`config.mk`:
```
export PLATFORM = sky130hd
export DESIGN_NAME = trapezoidal_motion_profile
export DESIGN_NICKNAME = d
export VERILOG_FILES = /design/src/design/trapmp_pkg.sv /design/src/design/trapezoidal_motion_profile.sv
export SDC_FILE = /design/constraint.sdc
export NUM_CORES = 2
export LEC_CHECK = 0
export ABC_AREA = 1
export ABC_CLOCK_PERIOD_IN_PS = 8300
export BUFFER_PORTS_ARGS = -buffer_cell sky130_fd_sc_hd__buf_4
export CAP_MARGIN = 10
export CORE_UTILIZATION = 34
export DETAILED_ROUTE_END_ITERATION = 10
export HOLD_SLACK_MARGIN = 0.08
export PLACE_DENSITY = 0.55
export REMOVE_ABC_BUFFERS = 1
export SKIP_CTS_REPAIR_TIMING = 1
export SLEW_MARGIN = 30
export SYNTH_ARGS = -nofsm -noshare
export SYNTH_HDL_FRONTEND = slang
export SYNTH_SLANG_ARGS = --single-unit
```
`constraint.sdc`:
```
create_clock -name clock -period 8.3 [get_ports clock]
set_input_delay 1.245 -clock clock [delete_from_list [all_inputs] [get_ports clock]]
set_output_delay 1.245 -clock clock [all_outputs]
set_load 0.02 [all_outputs]
```
`src/design/trapmp_pkg.sv`:
```
package trapmp_pkg;

   // Default word width of positions, velocities and limits.
   localparam int DEFAULT_VALUE_WIDTH = 32;

   // Width of the unsigned Q0.16 time step, which is also the multiplier chunk width.
   localparam int TIME_BITS = 16;

   // Configuration register indexes.
   localparam int CSR_INDEX_BITS = 2;
   localparam logic [CSR_INDEX_BITS-1:0] CSR_MAX_VELOCITY       = 2'd0;
   localparam logic [CSR_INDEX_BITS-1:0] CSR_MAX_ACCELERATION   = 2'd1;
   localparam logic [CSR_INDEX_BITS-1:0] CSR_POSITION_TOLERANCE = 2'd2;
   localparam logic [CSR_INDEX_BITS-1:0] CSR_VELOCITY_TOLERANCE = 2'd3;

   // Item commands.
   localparam logic CMD_TICK = 1'b0;
   localparam logic CMD_LOAD = 1'b1;

endpackage

```
`src/design/trapezoidal_motion_profile.sv`:
```
// A tick item passes through the error, multiply, round, velocity add and clamp, position
// multiply, round, add and saturate, snap and finished check states; a load item goes straight to
// the finished check. One item is taken at a time, and a result waits while the output is stalled.
// The shared multiplier takes one 16-bit chunk a cycle.
// Reset is synchronous and active high; it clears position, velocity, goal, every
// configuration register and the result valid flag.
module trapezoidal_motion_profile
   import trapmp_pkg::*;
#(
   parameter int VALUE_WIDTH = DEFAULT_VALUE_WIDTH
) (
   input  logic                          clock,
   input  logic                          reset,
   input  logic                          req_valid,
   output logic                          req_stall,
   input  logic                          req_command,
   input  logic signed [VALUE_WIDTH-1:0] req_start_position,
   input  logic signed [VALUE_WIDTH-1:0] req_target_position,
   input  logic [TIME_BITS-1:0]          req_time_step,
   output logic                          rsp_valid,
   input  logic                          rsp_stall,
   output logic signed [VALUE_WIDTH-1:0] rsp_position,
   output logic signed [VALUE_WIDTH-1:0] rsp_velocity,
   output logic                          rsp_done_res,
   input  logic                          csr_write,
   input  logic [CSR_INDEX_BITS-1:0]     csr_index,
   input  logic [VALUE_WIDTH-2:0]        csr_data
);

   localparam int W   = VALUE_WIDTH;
   localparam int MW  = W + 1;
   localparam int NCH = (W + TIME_BITS) / TIME_BITS;
   localparam int BW  = NCH * TIME_BITS;
   localparam int PW  = BW + MW;
   localparam int CW  = $clog2(NCH);
   localparam int RW  = W + TIME_BITS + 1;
   localparam logic [RW-1:0] RND_HALF = RW'(1) << (TIME_BITS - 1);
   localparam logic [CW-1:0] CNT_FULL = CW'(NCH - 1);

   localparam logic [3:0] ST_IDLE   = 4'd0;
   localparam logic [3:0] ST_ERR    = 4'd1;
   localparam logic [3:0] ST_LHS    = 4'd2;
   localparam logic [3:0] ST_RHS    = 4'd3;
   localparam logic [3:0] ST_ACC    = 4'd4;
   localparam logic [3:0] ST_AROUND = 4'd5;
   localparam logic [3:0] ST_VADD   = 4'd6;
   localparam logic [3:0] ST_VCLAMP = 4'd7;
   localparam logic [3:0] ST_PSETUP = 4'd8;
   localparam logic [3:0] ST_PMUL   = 4'd9;
   localparam logic [3:0] ST_PROUND = 4'd10;
   localparam logic [3:0] ST_PADD   = 4'd11;
   localparam logic [3:0] ST_PSAT   = 4'd12;
   localparam logic [3:0] ST_SNAP   = 4'd13;
   localparam logic [3:0] ST_DERR   = 4'd14;
   localparam logic [3:0] ST_DCMP   = 4'd15;

   logic [3:0]          state_ff, state_in;
   logic signed [W-1:0] pos_ff, pos_in;
   logic signed [W-1:0] vel_ff, vel_in;
   logic signed [W-1:0] goal_ff, goal_in;
   logic [W-2:0]        vmax_ff, vmax_in;
   logic [W-2:0]        amax_ff, amax_in;
   logic [W-2:0]        ptol_ff, ptol_in;
   logic [W-2:0]        vtol_ff, vtol_in;
   logic [TIME_BITS-1:0] time_ff, time_in;
   logic                dir_ff, dir_in;
   logic                neg_ff, neg_in;
   logic [MW-1:0]       ma_ff, ma_in;
   logic [BW-1:0]       mb_ff, mb_in;
   logic [CW-1:0]       cnt_ff, cnt_in;
   logic                first_ff, first_in;
   logic [PW-1:0]       acc_ff, acc_in;
   logic [PW-1:0]       lhs_ff, lhs_in;
   logic [W-1:0]        rnd_ff, rnd_in;
   logic signed [W:0]   sum_ff, sum_in;
   logic [MW-1:0]       err_mag_ff, err_mag_in;
   logic [W-1:0]        vel_mag_ff, vel_mag_in;
   logic                rsp_valid_ff, rsp_valid_in;
   logic signed [W-1:0] rsp_position_ff, rsp_position_in;
   logic signed [W-1:0] rsp_velocity_ff, rsp_velocity_in;
   logic                rsp_done_ff, rsp_done_in;

   logic [MW+TIME_BITS-1:0] prod;
   logic [PW-1:0]       acc_step;
   logic signed [W:0]   err_diff;
   logic [W:0]          err_rev;
   logic [MW-1:0]       err_mag;
   logic [W-1:0]        vel_abs;
   logic [RW-1:0]       rnd_sum;
   logic [W-1:0]        rnd_calc;
   logic [W:0]          rnd_addend;
   logic [W:0]          rnd_ext;
   logic                clamp_hi;
   logic [W+1:0]        clamp_lo_sum;
   logic                clamp_lo;
   logic [W-1:0]        neg_vmax;
   logic [W-1:0]        clamp_val;
   logic                snap_hit;
   logic                accel;
   logic                mul_last;

   // Shared multiplier: one 16-bit chunk of the second operand a cycle, most significant first.
   assign prod     = ma_ff * mb_ff[BW-1 -: TIME_BITS];
   assign acc_step = (first_ff ? '0 : (acc_ff << TIME_BITS)) + PW'(prod);
   assign mul_last = (cnt_ff == '0);

   // Distance to the goal and its magnitude, both signs formed side by side.
   assign err_diff = {goal_ff[W-1], goal_ff} - {pos_ff[W-1], pos_ff};
   assign err_rev  = {pos_ff[W-1], pos_ff} - {goal_ff[W-1], goal_ff};
   assign err_mag  = err_diff[W] ? err_rev : err_diff;
   assign vel_abs  = vel_ff[W-1] ? ('0 - vel_ff) : vel_ff;

   // Rounding of a product by the time step back to the value scale, ties away from zero.
   assign rnd_sum  = {1'b0, acc_ff[W+TIME_BITS-1:0]} + RND_HALF;
   assign rnd_calc = rnd_sum[W+TIME_BITS-1:TIME_BITS];
   assign rnd_ext  = {1'b0, rnd_ff};

   // The add states apply the rounded step with its sign as a carry-in subtract.
   always_comb begin
      if (state_ff == ST_VADD) begin
         rnd_addend = neg_ff ? ~rnd_ext : rnd_ext;
      end else begin
         rnd_addend = vel_ff[W-1] ? ~rnd_ext : rnd_ext;
      end
   end

   // Velocity clamp against plus or minus the limit.
   assign clamp_hi     = sum_ff > $signed({2'b00, vmax_ff});
   assign clamp_lo_sum = {sum_ff[W], sum_ff} + {3'b000, vmax_ff};
   assign clamp_lo     = clamp_lo_sum[W+1];
   assign neg_vmax     = '0 - {1'b0, vmax_ff};
   assign clamp_val    = clamp_hi ? {1'b0, vmax_ff} : (clamp_lo ? neg_vmax : sum_ff[W-1:0]);

   // Reaching or passing the goal in the direction of travel.
   assign snap_hit = dir_ff ? (pos_ff >= goal_ff) : (pos_ff <= goal_ff);

   // Accelerate while twice the limit times the distance exceeds the squared speed.
   assign accel = lhs_ff > acc_ff;

   // Sequencer and datapath next values.
   always_comb begin
      state_in        = state_ff;
      pos_in          = pos_ff;
      vel_in          = vel_ff;
      goal_in         = goal_ff;
      vmax_in         = vmax_ff;
      amax_in         = amax_ff;
      ptol_in         = ptol_ff;
      vtol_in         = vtol_ff;
      time_in         = time_ff;
      dir_in          = dir_ff;
      neg_in          = neg_ff;
      ma_in           = ma_ff;
      mb_in           = mb_ff;
      cnt_in          = cnt_ff;
      first_in        = first_ff;
      acc_in          = acc_ff;
      lhs_in          = lhs_ff;
      rnd_in          = rnd_ff;
      sum_in          = sum_ff;
      err_mag_in      = err_mag_ff;
      vel_mag_in      = vel_mag_ff;
      rsp_valid_in    = rsp_valid_ff && rsp_stall;
      rsp_position_in = rsp_position_ff;
      rsp_velocity_in = rsp_velocity_ff;
      rsp_done_in     = rsp_done_ff;

      // Configuration writes.
      if (csr_write) begin
         case (csr_index)
            CSR_MAX_VELOCITY:       vmax_in = csr_data;
            CSR_MAX_ACCELERATION:   amax_in = csr_data;
            CSR_POSITION_TOLERANCE: ptol_in = csr_data;
            CSR_VELOCITY_TOLERANCE: vtol_in = csr_data;
            default:                vmax_in = vmax_ff;
         endcase
      end

      // Multiply steps, common to every multiply state.
      if (state_ff == ST_LHS || state_ff == ST_RHS || state_ff == ST_ACC ||
          state_ff == ST_PMUL) begin
         acc_in   = acc_step;
         mb_in    = mb_ff << TIME_BITS;
         first_in = 1'b0;
         cnt_in   = cnt_ff - CW'(1);
      end

      case (state_ff)
         ST_IDLE: begin
            if (req_valid) begin
               if (req_command == CMD_LOAD) begin
                  pos_in   = req_start_position;
                  goal_in  = req_target_position;
                  vel_in   = '0;
                  state_in = ST_DERR;
               end else begin
                  time_in  = req_time_step;
                  state_in = ST_ERR;
               end
            end
         end
         ST_ERR: begin
            dir_in   = ~err_diff[W];
            ma_in    = err_mag;
            mb_in    = BW'({amax_ff, 1'b0});
            cnt_in   = CNT_FULL;
            first_in = 1'b1;
            state_in = ST_LHS;
         end
         ST_LHS: begin
            if (mul_last) begin
               ma_in    = MW'(vel_abs);
               mb_in    = BW'(vel_abs);
               cnt_in   = CNT_FULL;
               first_in = 1'b1;
               state_in = ST_RHS;
            end
         end
         ST_RHS: begin
            if (first_ff) begin
               lhs_in = acc_ff;
            end
            if (mul_last) begin
               ma_in    = MW'(amax_ff);
               mb_in    = {time_ff, {(BW-TIME_BITS){1'b0}}};
               cnt_in   = '0;
               first_in = 1'b1;
               state_in = ST_ACC;
            end
         end
         ST_ACC: begin
            neg_in   = (accel != dir_ff);
            state_in = ST_AROUND;
         end
         ST_AROUND: begin
            rnd_in   = rnd_calc;
            state_in = ST_VADD;
         end
         ST_VADD: begin
            sum_in   = {vel_ff[W-1], vel_ff} + rnd_addend + (W+1)'(neg_ff);
            state_in = ST_VCLAMP;
         end
         ST_VCLAMP: begin
            vel_in   = clamp_val;
            state_in = ST_PSETUP;
         end
         ST_PSETUP: begin
            ma_in    = MW'(vel_abs);
            mb_in    = {time_ff, {(BW-TIME_BITS){1'b0}}};
            cnt_in   = '0;
            first_in = 1'b1;
            state_in = ST_PMUL;
         end
         ST_PMUL: begin
            state_in = ST_PROUND;
         end
         ST_PROUND: begin
            rnd_in   = rnd_calc;
            state_in = ST_PADD;
         end
         ST_PADD: begin
            sum_in   = {pos_ff[W-1], pos_ff} + rnd_addend + (W+1)'(vel_ff[W-1]);
            state_in = ST_PSAT;
         end
         ST_PSAT: begin
            if (sum_ff[W] != sum_ff[W-1]) begin
               pos_in = sum_ff[W] ? {1'b1, {(W-1){1'b0}}} : {1'b0, {(W-1){1'b1}}};
            end else begin
               pos_in = sum_ff[W-1:0];
            end
            state_in = ST_SNAP;
         end
         ST_SNAP: begin
            if (snap_hit) begin
               pos_in = goal_ff;
               vel_in = '0;
            end
            state_in = ST_DERR;
         end
         ST_DERR: begin
            err_mag_in = err_mag;
            vel_mag_in = vel_abs;
            state_in   = ST_DCMP;
         end
         ST_DCMP: begin
            // Hand the result over once the output register is free.
            if (!rsp_valid_ff || !rsp_stall) begin
               rsp_valid_in    = 1'b1;
               rsp_position_in = pos_ff;
               rsp_velocity_in = vel_ff;
               rsp_done_in     = (err_mag_ff <= {2'b00, ptol_ff}) &&
                                 (vel_mag_ff <= {1'b0, vtol_ff});
               state_in        = ST_IDLE;
            end
         end
         default: begin
            state_in = ST_IDLE;
         end
      endcase
   end

   // Registers.
   always_ff @(posedge clock) begin
      if (reset) begin
         state_ff     <= ST_IDLE;
         pos_ff       <= '0;
         vel_ff       <= '0;
         goal_ff      <= '0;
         vmax_ff      <= '0;
         amax_ff      <= '0;
         ptol_ff      <= '0;
         vtol_ff      <= '0;
         rsp_valid_ff <= 1'b0;
      end else begin
         state_ff     <= state_in;
         pos_ff       <= pos_in;
         vel_ff       <= vel_in;
         goal_ff      <= goal_in;
         vmax_ff      <= vmax_in;
         amax_ff      <= amax_in;
         ptol_ff      <= ptol_in;
         vtol_ff      <= vtol_in;
         rsp_valid_ff <= rsp_valid_in;
      end
      time_ff         <= time_in;
      dir_ff          <= dir_in;
      neg_ff          <= neg_in;
      ma_ff           <= ma_in;
      mb_ff           <= mb_in;
      cnt_ff          <= cnt_in;
      first_ff        <= first_in;
      acc_ff          <= acc_in;
      lhs_ff          <= lhs_in;
      rnd_ff          <= rnd_in;
      sum_ff          <= sum_in;
      err_mag_ff      <= err_mag_in;
      vel_mag_ff      <= vel_mag_in;
      rsp_position_ff <= rsp_position_in;
      rsp_velocity_ff <= rsp_velocity_in;
      rsp_done_ff     <= rsp_done_in;
   end

   assign req_stall    = (state_ff != ST_IDLE);
   assign rsp_valid    = rsp_valid_ff;
   assign rsp_position = rsp_position_ff;
   assign rsp_velocity = rsp_velocity_ff;
   assign rsp_done_res = rsp_done_ff;

   // A load item clears the velocity and goes straight to the finished check.
   assert property (@(posedge clock) disable iff (reset)
      (req_valid && !req_stall && req_command == CMD_LOAD) |=>
      (vel_ff == '0 && state_ff == ST_DERR))
      else $error("load item did not clear velocity");

   // A result appears only out of the final compare state.
   assert property (@(posedge clock) disable iff (reset)
      $rose(rsp_valid) |-> $past(state_ff == ST_DCMP))
      else $error("result raised outside the final compare state");

   // After the clamp the speed stays within the limit.
   assert property (@(posedge clock) disable iff (reset)
      (state_ff == ST_VCLAMP) |=> (vel_abs <= {1'b0, vmax_ff}))
      else $error("velocity exceeds its limit after the clamp");

   // Reaching the goal leaves the block at the goal and at rest.
   assert property (@(posedge clock) disable iff (reset)
      (state_ff == ST_SNAP && snap_hit) |=> (pos_ff == goal_ff && vel_ff == '0))
      else $error("snap to goal did not take effect");

endmodule
```
==> Word level (Yosys, flattened, before mapping) <==
Cells that the tools add are included.
{ "totals": {"elab_cells": 146, "input_bits": 119, "output_inout_bits": 67, "ff_bits": 684} }
{ "classes": {"magnitude_cmp": 6, "n_reduce_logical": 31, "n_mul": 1, "n_mux": 42, "addsub": 12, "eq_ne": 26, "n_bitwise": 3} }
{ "op_table": {"columns": ["op", "count"], "rows": [
  ["32-bit two-way mux", 11],
  ["33-bit two-way mux", 6],
  ["32-bit one-hot mux with 3 select lines", 2],
  ["48-bit one-hot mux with 4 select lines", 1],
  ["48-bit two-way mux", 3],
  ["33-bit one-hot mux with 4 select lines", 1],
  ["81-bit by 49-bit adder with 81-bit output", 1],
  ["81-bit greater-than comparator", 1],
  ["81-bit two-way mux", 1],
  ["33-bit by 1-bit adder with 33-bit output", 2],
  ["33-bit adder", 2],
  ["33-bit one-hot mux with 2 select lines", 1],
  ["32-bit by 32-bit subtractor with 33-bit output", 2],
  ["4-bit one-hot mux with 16 select lines", 1],
  ["33-bit by 16-bit multiplier with 49-bit output", 1],
  ["48-bit by 16-bit adder with 48-bit output, second input constant", 1],
  ["33-bit by 32-bit adder with 34-bit output", 1],
  ["33-bit by 32-bit greater-than comparator with 1-bit output", 1],
  ["33-bit by 31-bit <= comparator with 1-bit output", 1],
  ["32-bit NOT with 33-bit output", 1],
  ["4-bit equality test, second input constant", 8],
  ["32-bit greater-or-equal comparator", 1],
  ["32-bit by 31-bit <= comparator with 1-bit output", 1],
  ["32-bit <= comparator", 1],
  ["other kinds (28)", 69]
]} }

==> Depth between registers and ports, before layout <==
{ "depth": {"ltp_word": 7, "depth_mapped": 32, "depth_no_buf": 30} }

==> Worst setup path before layout <==
No wires, ideal clock.
{ "synth_path": {"path_type": "register to register", "from": "register ma_ff[18]", "to": "register acc_ff[78] (data pin)", "setup_ps": 252, "stages_incl_launch_ff": 29, "n_path_buf": 2, "synth_period_minus_slack_ps": 6054, "required_ps": 8048, "arrival_time_ps": 5802, "path_slack_ps": 2246, "path_cell_list": "edfxtp_1 clkbuf_1 clkbuf_1 nand2_1 fa_1 inv_1 fa_1 fa_1 fa_1 fa_1 inv_1 fa_1 inv_1 ha_1 nand2_1 nor2_1 inv_1 nor2_1 inv_1 nor2_1 nand4_1 nor2_1 nor2_1 o21ai_1 nand2_1 nand2_1 nand2_1 nand2_1 nand2_1"} }
{ "synth_via": {"elab_chain_len": 2} }
{ "synth_rtl": {"columns": ["item", "line", "text"], "rows": [
  ["start: declaration", "trapezoidal_motion_profile.sv:68", "logic [MW-1:0] ma_ff, ma_in;"],
  ["start signal: assignment", "trapezoidal_motion_profile.sv:328", "ma_ff <= ma_in;"],
  ["33-bit by 16-bit multiplier with 49-bit output", "trapezoidal_motion_profile.sv:103", "assign prod = ma_ff * mb_ff[BW-1 -: TIME_BITS];"],
  ["81-bit by 49-bit adder with 81-bit output", "trapezoidal_motion_profile.sv:104", "assign acc_step = (first_ff ? '0 : (acc_ff << TIME_BITS)) + PW'(prod);"],
  ["via acc_step[78]", "trapezoidal_motion_profile.sv:84", "logic [PW-1:0] acc_step;"],
  ["end signal: assignment", "trapezoidal_motion_profile.sv:332", "acc_ff <= acc_in;"],
  ["end: declaration", "trapezoidal_motion_profile.sv:72", "logic [PW-1:0] acc_ff, acc_in;"]
]} }
The timed path passes the listed nets, and every way through them passes these cells.
A chain may end at the register's enable or synchronous reset.

==> Worst setup path after layout <==
{ "layout_path": {"from": "register mb_ff[36]", "to": "register acc_ff[40] (data pin)"} }
{ "layout_via": {"elab_chain_len": 2} }
{ "layout_rtl": {"columns": ["item", "line", "text"], "rows": [
  ["start: declaration", "trapezoidal_motion_profile.sv:69", "logic [BW-1:0] mb_ff, mb_in;"],
  ["start signal: assignment", "trapezoidal_motion_profile.sv:329", "mb_ff <= mb_in;"],
  ["33-bit by 16-bit multiplier with 49-bit output", "trapezoidal_motion_profile.sv:103", null],
  ["81-bit by 49-bit adder with 81-bit output", "trapezoidal_motion_profile.sv:104", null],
  ["via acc_step[40]", "trapezoidal_motion_profile.sv:84", null]
]} }
The timed path passes the listed nets, and every way through them passes these cells.

==> run metrics <==
status finished, final reports clean; worst hold path class register to register; routed vias/inst 5.089; main combinational cell family by area after synthesis adder cells; RSZ-0062 raised after global routing false; relative slew slack 27.16%; final setup fails 0; Mapped Cells 7820; setup TNS 0 ns; vias in the first global route 52375; worst setup path class register to register; Tcrit/Tclk final 89.10%; number of synthesized flops with an enable pin 408; global-route wire length before repair 345.3 mm; Die W 427.4 um; drt wl/cell 22.59 um; FF+latch area 0.01778 mm^2; Max-cap violations 0; asr flop ratio synth 0%; WP data required 8.77 ns; share of layout cells above drive strength 1 7.748%; Longest Clk Path Bufs 3; Synth Register Bits 684; initial antenna violation count 5; final instance area 0.06823 mm^2; CP endpoint kind register; placed insts 10130; clock latency on the worst-skew pair 0.77 ns; CTS tree yes; drt pass-1 iters 6; crit path max-delay cell type dfxtp_1; worst r2r dst acc_ff[40]; Die Area 0.1826 mm^2; Reg2Reg Depth 24; Synth Area per Inst 7.867 um^2; final WL 232.6 mm; cell repeated most along the worst path fa_1; XOR/XNOR Fraction of Synth Area 3.659%; final max-slew violation count 0; critical-path cell list buf_4 > nand2_1 > inv_1 > fa_1 > inv_1 > fa_1 > fa_1 > fa_1 > inv_1 > fa_1 > inv_1 > fa_1 > inv_1 > ha_1 > nand2_1 > nand2_1 > o21bai_1 > a21oi_1 > o21bai_1 > a21boi_1 > o21ai_0 > nand2_1 > nand3_1 > nand2_1; Starting Density 34.37%; P&R area growth vs syn 10.90%; DP HPWL 186.2 mm; Hold Violations, Final 0; Clock Skew 0.08933 ns; CP Launch Type register; Final ANT Viol Nets 0; Critical Path Sink acc_ff[40]; Inserted Clock Buffers 86; grt ovf 0; root buffer cell clkbuf_16; Synth Area in Compound Gates 11.83%; H-tree depth 3; CP Max Fanout 18; Unique masters post-synth 69; CP peak stage delay 0.91 ns; I/O pin count 186; clock-pin slew on the worst setup and hold paths 0.07 ns; Critical Path Start mb_ff[36]; commonest non-fill, non-tap cell in the layout nand2_1; Placement Cell Area 0.06517 mm^2; FF-to-FF setup slack 0.90 ns; GRT Overall Usage 25.49%; initial DRC count 4666; cell area after synthesis 0.06152 mm^2; multiplexer share of the synthesized area 0.08135%; layout net count 8929; Final Non-Filler Cells 10294; sequential element share of the synthesized area 28.90%; core area 0.1790 mm^2; area of the multi-input gates 0.03662 mm^2; clk sinks 684; vias 52387; post-synthesis adder-cell area fraction 24.99%; worst slew pin tran 1.079 ns; fin crit period 7.395 ns; height of the die 427.4 um; reg2reg start mb_ff[36]; Site Rows 155; number of remaining DRC errors 0; PortBufs 185; Final Wtd Congestion 0.9639; pin count of the biggest net entering global routing 96; ys flop type edfxtp_1; Arr. time, crit path 7.87 ns; fillers 18496; Ys Warns 0; most frequent cells in the layout 1627 x nand2_1, 1544 x inv_1, 570 x nor2_1, 544 x a21oi_1, 475 x ha_1; Peak Freq 135.2 MHz; simple-gate share of the synthesized area 18.77%
## cell families after synthesis
| group | count (synthesis) |
|---|---|
| fa+ha+maj | 946 |
| flops | 684 |
| mux | 5 |
| compound gates | 1290 |
| simple gates | 2770 |
| xor+xnor | 257 |
| buf+inv | 1868 |
## how the worst min path moves through the flow
stage          depth (start not counted)    endpoint       start
6_report                               1   mb_ff[40]  time_ff[8]
5_1_grt                                1   mb_ff[40]  time_ff[8]
4_1_cts                                1   mb_ff[40]  time_ff[8]
3_5_place_dp                           0  lhs_ff[78]  acc_ff[78]
3_3_place_gp                           0  lhs_ff[54]  acc_ff[54]
2_1_floorplan                          1   mb_ff[32]  time_ff[0]
## state kept, by name, indices dropped and copies added, names as in the netlist, 33 cells and up
| register | flops |
|---|---|
| acc_ff | 81 |
| lhs_ff | 81 |
| mb_ff | 48 |
| err_mag_ff | 33 |
| ma_ff | 33 |
| sum_ff | 33 |
## critical path: cells and delay by family, from the launching register on
kind / cells / cell delay, ns
AND/OR/NAND/NOR: 6 / 0.58
AO/OA/AOI/OAI: 5 / 1.67
flip-flops: 1 / 0.91
buffers and inverters: 6 / 0.68
adder cells (fa/ha/maj): 7 / 3.26
## stage by stage
step	setup WS (ns)	util [%]	hold slack, ns
floorplan	2.152	-	0.4191
global placement	0.8241	36.40	0.4309
detailed placement	0.9359	36.41	0.4340
CTS	0.8598	38.10	0.4393
global route	0.5499	38.11	0.4500
finish	0.9049	38.11	0.4361
## synth_stat cells (23+ instances only)
cell | n | area, um^2
nand2_2 | 30 | 187.7
o22ai_1 | 35 | 219.0
a21oi_2 | 30 | 262.8
inv_1 | 1544 | 5796
o21a_1 | 23 | 172.7
nor4_1 | 25 | 156.4
o21ai_0 | 413 | 2067
ha_1 | 475 | 5943
dfxtp_1 | 276 | 5525
nand3_1 | 242 | 1211
edfxtp_1 | 408 | 12250
fa_1 | 471 | 9429
a21o_1 | 40 | 300.3
o211ai_1 | 34 | 255.2
a21oi_1 | 544 | 2723
clkbuf_1 | 238 | 893.4
nor2_1 | 577 | 2166
o21bai_1 | 35 | 262.8
nor2_2 | 74 | 462.9
a31oi_1 | 31 | 193.9
nand2_1 | 1630 | 6118
buf_2 | 30 | 150.1
xor2_1 | 188 | 1647
nor3_1 | 76 | 380.4
nand4_1 | 58 | 362.9
xnor2_1 | 69 | 604.3
## layout make-up
class                      count  share of cell area [%]
clock inverter                57                   1.001
clock buffer                 105                   3.422
inverter                    1562                   8.601
tap                         2355                   4.319
antenna                        1                0.003668
timing repair buffer         262                   2.927
multi-input combinational   5268                   53.67
sequential                   684                   26.06
## layer usage
metal	share of wire (%)	routed length, um	GRT usage, %	up-vias
met2	46	105900	40.86	1725
met5	0.0056	13	0	-
met1	43	100300	33.91	25530
li1	-	-	-	24757
met4	5.5	12740	12.31	2
met3	5.9	13610	3.181	373
Power is not shown: default switching activity piles up to over one toggle a cycle in this logic, so the estimate is an artifact.
